`src/rtl/cvl_pkg.sv`:
```
package cvl_pkg;

  localparam int CAPACITY_DEF = 16;
  localparam int VALUE_W      = 32;
  localparam int POS_W        = 5;
  localparam int COUNT_W      = 5;

  typedef enum logic [1:0] {
    OP_APPEND = 2'd0,
    OP_DELETE = 2'd1,
    OP_POP    = 2'd2,
    OP_SEARCH = 2'd3
  } op_t;

  typedef enum logic [1:0] {
    ST_OK      = 2'd0,
    ST_FULL    = 2'd1,
    ST_EMPTY   = 2'd2,
    ST_MISSING = 2'd3
  } status_t;

  typedef struct packed {
    logic load;
    logic exec;
  } dp_cmd_t;

  typedef struct packed {
    logic out_busy;
  } dp_sts_t;

endpackage

```
`src/rtl/cvl_ctrl.sv`:
```
module cvl_ctrl (
  input  logic             clk,
  input  logic             rst,
  input  logic             in_valid,
  output logic             in_stall,
  input  cvl_pkg::dp_sts_t sts,
  output cvl_pkg::dp_cmd_t cmd
);

  typedef enum logic [1:0] {
    S_IDLE = 2'b01,
    S_EXEC = 2'b10
  } state_t;

  state_t state;
  state_t state_next;

  always_ff @(posedge clk) begin
    if (rst) begin
      state <= S_IDLE;
    end else begin
      state <= state_next;
    end
  end

  always_comb begin
    state_next = state;
    cmd        = '0;
    in_stall   = 1'b1;
    unique case (state)
      S_IDLE: begin
        in_stall = 1'b0;
        if (in_valid) begin
          cmd.load   = 1'b1;
          state_next = S_EXEC;
        end
      end
      S_EXEC: begin
        if (!sts.out_busy) begin
          cmd.exec   = 1'b1;
          state_next = S_IDLE;
        end
      end
      default: begin
        state_next = S_IDLE;
      end
    endcase
  end

endmodule

```
`src/rtl/cvl_datapath.sv`:
```
module cvl_datapath #(
  parameter int CAPACITY = cvl_pkg::CAPACITY_DEF
) (
  input  logic                               clk,
  input  logic                               rst,
  input  cvl_pkg::dp_cmd_t                   cmd,
  output cvl_pkg::dp_sts_t                   sts,
  input  logic [1:0]                         operation,
  input  logic signed [cvl_pkg::VALUE_W-1:0] value,
  output logic                               out_valid,
  input  logic                               out_stall,
  output logic                               found,
  output logic [cvl_pkg::POS_W-1:0]          position,
  output logic signed [cvl_pkg::VALUE_W-1:0] popped_value,
  output logic [cvl_pkg::COUNT_W-1:0]        entry_count,
  output logic                               is_empty,
  output logic                               is_full,
  output logic [1:0]                         status
);

  localparam int CntW = $clog2(CAPACITY + 1);
  localparam int IdxW = (CAPACITY > 1) ? $clog2(CAPACITY) : 1;
  localparam logic [CntW-1:0] CapCnt = CntW'(CAPACITY);

  logic signed [cvl_pkg::VALUE_W-1:0] cells [CAPACITY];
  logic [CntW-1:0]                    count;
  logic [CntW-1:0]                    count_next;
  logic [CAPACITY-1:0]                match;
  cvl_pkg::op_t                       op_r;
  logic signed [cvl_pkg::VALUE_W-1:0] value_r;

  logic [IdxW-1:0]                    first_idx;
  logic                               hit;
  logic [CntW-1:0]                    count_m1;
  logic [CntW:0]                      pos_full;
  cvl_pkg::status_t                   st_next;
  logic                               found_next;
  logic signed [cvl_pkg::VALUE_W-1:0] popped_next;
  logic                               do_append;
  logic                               do_delete;
  cvl_pkg::status_t                   status_r;

  assign sts.out_busy = out_valid && out_stall;
  assign count_m1     = count - CntW'(1);
  assign hit          = |match;

  // first matching cell
  always_comb begin
    first_idx = '0;
    for (int i = CAPACITY - 1; i >= 0; i--) begin
      if (match[i]) begin
        first_idx = IdxW'(i);
      end
    end
  end

  assign pos_full = {1'b0, CntW'(first_idx)} + (CntW + 1)'(1);

  always_comb begin
    count_next  = count;
    st_next     = cvl_pkg::ST_OK;
    found_next  = 1'b0;
    popped_next = '0;
    do_append   = 1'b0;
    do_delete   = 1'b0;
    unique case (op_r)
      cvl_pkg::OP_APPEND: begin
        if (count == CapCnt) begin
          st_next = cvl_pkg::ST_FULL;
        end else begin
          do_append  = 1'b1;
          count_next = count + CntW'(1);
        end
      end
      cvl_pkg::OP_DELETE: begin
        if (hit) begin
          found_next = 1'b1;
          do_delete  = 1'b1;
          count_next = count_m1;
        end else begin
          st_next = cvl_pkg::ST_MISSING;
        end
      end
      cvl_pkg::OP_POP: begin
        if (count == '0) begin
          st_next = cvl_pkg::ST_EMPTY;
        end else begin
          count_next  = count_m1;
          popped_next = cells[count_m1[IdxW-1:0]];
        end
      end
      cvl_pkg::OP_SEARCH: begin
        if (hit) begin
          found_next = 1'b1;
        end else begin
          st_next = cvl_pkg::ST_MISSING;
        end
      end
    endcase
  end

  // compare cells against the incoming value on transfer
  always_ff @(posedge clk) begin
    if (cmd.load) begin
      op_r    <= cvl_pkg::op_t'(operation);
      value_r <= value;
      for (int i = 0; i < CAPACITY; i++) begin
        match[i] <= (cells[i] == value) && (CntW'(i) < count);
      end
    end
  end

  always_ff @(posedge clk) begin
    if (cmd.exec) begin
      if (do_append) begin
        cells[count[IdxW-1:0]] <= value_r;
      end
      if (do_delete) begin
        for (int i = 0; i < CAPACITY - 1; i++) begin
          if (IdxW'(i) >= first_idx) begin
            cells[i] <= cells[i + 1];
          end
        end
      end
    end
  end

  always_ff @(posedge clk) begin
    if (rst) begin
      count     <= '0;
      out_valid <= 1'b0;
    end else begin
      if (cmd.exec) begin
        count     <= count_next;
        out_valid <= 1'b1;
      end else if (out_valid && !out_stall) begin
        out_valid <= 1'b0;
      end
    end
  end

  always_ff @(posedge clk) begin
    if (cmd.exec) begin
      found        <= found_next;
      position     <= found_next ? cvl_pkg::POS_W'(pos_full) : '0;
      popped_value <= popped_next;
      entry_count  <= cvl_pkg::COUNT_W'(count_next);
      is_empty     <= (count_next == '0);
      is_full      <= (count_next == CapCnt);
      status_r     <= st_next;
    end
  end

  assign status = status_r;

endmodule

```
`src/rtl/compacting_value_list.sv`:
```
// an input transfer registers the item and its match flags, then the result is written
// to the output register once it is free; no new item is taken until that write is done
// a finished result waits in the output register while the next item is taken
// reset (rst, synchronous): clears the entry count and both handshakes
// entry storage is not reset; only entries below the count are ever used
module compacting_value_list #(
  parameter int CAPACITY = cvl_pkg::CAPACITY_DEF
) (
  input  logic                               clk,
  input  logic                               rst,
  input  logic                               in_valid,
  output logic                               in_stall,
  input  logic [1:0]                         operation,
  input  logic signed [cvl_pkg::VALUE_W-1:0] value,
  output logic                               out_valid,
  input  logic                               out_stall,
  output logic                               found,
  output logic [cvl_pkg::POS_W-1:0]          position,
  output logic signed [cvl_pkg::VALUE_W-1:0] popped_value,
  output logic [cvl_pkg::COUNT_W-1:0]        entry_count,
  output logic                               is_empty,
  output logic                               is_full,
  output logic [1:0]                         status
);

  cvl_pkg::dp_cmd_t cmd;
  cvl_pkg::dp_sts_t sts;

  cvl_ctrl u_ctrl (
    .clk      (clk),
    .rst      (rst),
    .in_valid (in_valid),
    .in_stall (in_stall),
    .sts      (sts),
    .cmd      (cmd)
  );

  cvl_datapath #(
    .CAPACITY (CAPACITY)
  ) u_datapath (
    .clk          (clk),
    .rst          (rst),
    .cmd          (cmd),
    .sts          (sts),
    .operation    (operation),
    .value        (value),
    .out_valid    (out_valid),
    .out_stall    (out_stall),
    .found        (found),
    .position     (position),
    .popped_value (popped_value),
    .entry_count  (entry_count),
    .is_empty     (is_empty),
    .is_full      (is_full),
    .status       (status)
  );

endmodule
```
`config.mk`:
```
export PLATFORM = sky130hd
export DESIGN_NAME = compacting_value_list
export DESIGN_NICKNAME = d
export VERILOG_FILES = /design/src/rtl/cvl_pkg.sv /design/src/rtl/cvl_ctrl.sv /design/src/rtl/cvl_datapath.sv /design/src/rtl/compacting_value_list.sv
export SDC_FILE = /design/constraint.sdc
export NUM_CORES = 1
export LEC_CHECK = 0
export BUFFER_PORTS_ARGS = -buffer_cell sky130_fd_sc_hd__clkbuf_2
export CAP_MARGIN = 30
export CORE_MARGIN = 2
export CORE_UTILIZATION = 42
export DETAILED_ROUTE_END_ITERATION = 10
export HOLD_SLACK_MARGIN = 0.06
export PLACE_DENSITY = 0.59
export SLEW_MARGIN = 15
export SYNTH_ARGS = -nofsm -noshare
export SYNTH_HDL_FRONTEND = slang
export SYNTH_SLANG_ARGS = --single-unit
```
`constraint.sdc`:
```
create_clock -name clk -period 7.2 [get_ports clk]
set_input_delay 0.36 -clock clk [delete_from_list [all_inputs] [get_ports clk]]
set_output_delay 0.36 -clock clk [all_outputs]
set_load 0.005 [all_outputs]
```
==> flow_summary.yaml <==
run_status:
  outcome: "completed"
layout:
  syn_to_final_growth_pct: 11.1
  fin_nets: 2595
  multi_input_area_um2: 16200
  seq_area_um2: 18500
  fin_util: 0.472
  final_cell_area_um2: 39400
  drive_above_1_share: 0.320
  fill_cells: 7357
routing:
  ant_nets: 0
  firstDrtPassIters: 5
  drt_wl_total_um: 155000
  vias: 24500
  drc: 0
  drt_iter0_markers: 4044
  via_per_inst: 6.65
  wl_per_cell_um: 42.1
sta:
  fmax_mhz: 245
  whs_ps: 87.8
  tns_ps: 0
  fin_worst_skew_ps: 25.9
  slew_viol_final: 0
  rsz0062_at_grt: "no"
  hold_violations: 0
  tightest_slew_ps: 1220
  min_period_over_period: 0.567
  setup_viol: 0
  relSlewSlack: 0.178
  period_minus_slack_ps: 4080
floorplanning:
  dieArea_um2: 86800
  io-pin-count: 87
  die_y_um: 295
  die_width_um: 295
  core.rowCount: 106
  start_util: 0.424
  core_area_um2: 83600
critical_path:
  r2r-start: "u_datapath.op_r[0]"
  cpPeakStageDelay_ps: 860
  critical_path.startpoint: "u_datapath.op_r[0]"
  crit_type: "reg -> reg"
  startpoint_type: "register"
  slowest_stage: "a31oi_4"
  path_common_cell: "buf_4"
  crit_path_max_fanout: 34
  cp_top_family: "buffers and inverters"
  crit_required_ps: 7570
  arrival_ps: 4460
  endpoint_kind: "register"
  crit_buf_inv: 2
  path_cells: "nand2b_1, nor2_2, nand2_2, buf_4, a31oi_4, buf_4, mux2_2"
logic_synthesis:
  synthTopCellsByCount: "edfxtp_1 (609), mux2_2 (376), xor2_1 (260)"
  ys_warn_count: 0
  avgSynthCellArea_um2: 14.0
  postSynthCellCount: 2524
  yosysTopAreaCell: "edfxtp_1"
  synthFlopType: "edfxtp_1"
  synth_cell_type_count: 61
  syn-num-nets: 2570
  synth_area_um2: 35500
  yosysTopAreaCellShare: 0.516
  synthTopCellsByArea: "edfxtp_1 (52%), mux2_2 (12%), mux4_2 (10%), xor2_1 (6.4%), xnor2_1 (6.3%)"
  synth_edf_count: 609
  seq_area_frac_synth: 0.520
  synth_seq_cells: 617
  yosysMostFrequentCell: "edfxtp_1"
  synth-async-reset-ratio: 0
placed_design:
  place_area_um2: 37000
  io_buffers: 86
  globalplace.congestion: 1.08
  place.detailed.hpwl_um: 111000
grt:
  grt_pass1_vias: 23200
  grt_antenna_before_repair: 9
  grtUsageTotal: 0.357
  grt_overflow: 0
  grt_max_degree: 88
  grt_pass1_wl_um: 209000
clock_tree:
  cts_tree: "yes"
  htreeDepth: 3
  clk_pin_slew_ps: 60
  clock_sinks: 617
  clk_latency_ps: 640
  cts_root_buf: "clkbuf_16"
  numCtsBuffers: 74
  clock_path_buffers: 3
  cts_setup_buffers: 0
  postCtsResizedCells: 0
pwr:
  seq_power_share: 0.470
  swShare: 0.254
  p_clk_frac: 0.433
  switching_power_mw: 2.21
  p_per_area_nw_per_um2: 221
  power.leakage_nw: 12.9
  max-vdd-ir-drop_v: 0.000165
  p_int_mw: 6.50
  pwr-share-comb: 0.097
hold_path:
  hold_path.class: "in -> reg"
  hp-start: "in_valid"
run:
  max-cap-violations: 0
-- state kept, by name, indices dropped and copies added, names as in the netlist --
signal	flops
u_datapath.popped_value	32
u_datapath.match	16
u_datapath.found	1
u_datapath.position	5
u_datapath.is_empty	1
u_datapath.count	5
u_datapath.value_r	32
u_datapath.op_r	2
u_datapath.is_full	1
u_datapath.cells	512
u_datapath.entry_count	5
u_datapath.status	2
u_ctrl.state	2
u_datapath.out_valid	1
-- power by group through the flow --
stage	clock [mW]	combinational [mW]	sequential, mW
after floorplan	0	0.514	4.11
after global placement	0	0.811	4.17
after detailed placement	0	0.818	4.17
after CTS	3.78	0.825	4.09
after global routing	3.92	0.862	4.10
final	3.77	0.846	4.10
-- per-stage QoR --
stage | total power [mW] | worst slack (ps) | std cells
finish | 8.71 | 3120 | 3691
floorplan | 4.62 | 2770 | 2524
CTS | 8.70 | 3160 | 3687
global placement | 4.98 | 3170 | 3540
global route | 8.88 | 2870 | 3687
detailed placement | 4.98 | 3160 | 3548
-- worst reg2reg max path: stages (launching register included) --
cell and delay, ps:
edfxtp_1 830, nand2b_1 300, nor2_2 440, nand2_2 90, buf_4 330, a31oi_4 870, buf_4 550, mux2_2 450
-- routing by layer --
| layer | GRT usage | share of wire | vias to the layer above |
|---|---|---|---|
| li1 | - | - | 9552 |
| met1 | 0.498 | 0.39 | 12900 |
| met2 | 0.524 | 0.43 | 1749 |
| met3 | 0.0741 | 0.11 | 337 |
| met4 | 0.191 | 0.063 | 12 |
| met5 | 0 | 0.00044 | - |
-- cells by family (layout without fill, tap and decap cells) --
kind of cell | count (synthesis) | in the layout | share of synthesized area
flops | 617 | 617 | 0.520
mux | 579 | 579 | 0.235
xor+xnor | 517 | 517 | 0.128
simple gates | 514 | 514 | 0.0726
buf+inv | 218 | 301 | 0.0265
compound gates | 71 | 71 | 0.0154
fa+ha+maj | 8 | 8 | 0.00282
other cells | 0 | 4 | 0
-- cells in the final DEF (no fill, tap or decap), types with 14 or more instances in the layout --
| master | netlist | layout |
|---|---|---|
| edfxtp_1 | 609 | 609 |
| mux2_2 | 376 | 376 |
| xor2_1 | 260 | 259 |
| xnor2_1 | 257 | 256 |
| nand2_1 | 237 | 221 |
| mux4_2 | 160 | 160 |
| clkbuf_2 | 0 | 86 |
| clkbuf_16 | 0 | 79 |
| nor4_1 | 79 | 77 |
| nand4_1 | 72 | 72 |
| buf_4 | 6 | 51 |
| mux2_1 | 41 | 41 |
| nor2b_1 | 37 | 37 |
| nor2_1 | 25 | 25 |
| clkbuf_1 | 135 | 21 |
| nand3_1 | 20 | 20 |
| nor3_1 | 18 | 18 |
| a21oi_1 | 17 | 17 |
| nand2_2 | 1 | 17 |
| inv_1 | 15 | 14 |
-- area by class of cell --
type                    instances  share of cell area
well taps                    1080              0.0343
inverters                      17             0.00165
diodes                          4            0.000254
flip-flops and latches        617               0.468
clock buffers                 100              0.0522
clock inverters                34             0.00753
multi-input cells            1689               0.411
repair buffers                150              0.0245
-- final timing paths --
check,slack (ps),cells after the start,to
max,3120,7,u_datapath.cells[6][11]
min reg2reg,520,2,u_ctrl.state[1]
max reg2reg,3120,7,u_datapath.cells[6][11]
min,90,3,u_ctrl.state[1]
-- what timing repair did --
item	CTS	global route
hold endpoints to repair	10	0
endpoints found under the setup margin	0	0
hold buffers	5	0
Note: power is estimated with default switching activity, not from simulation.
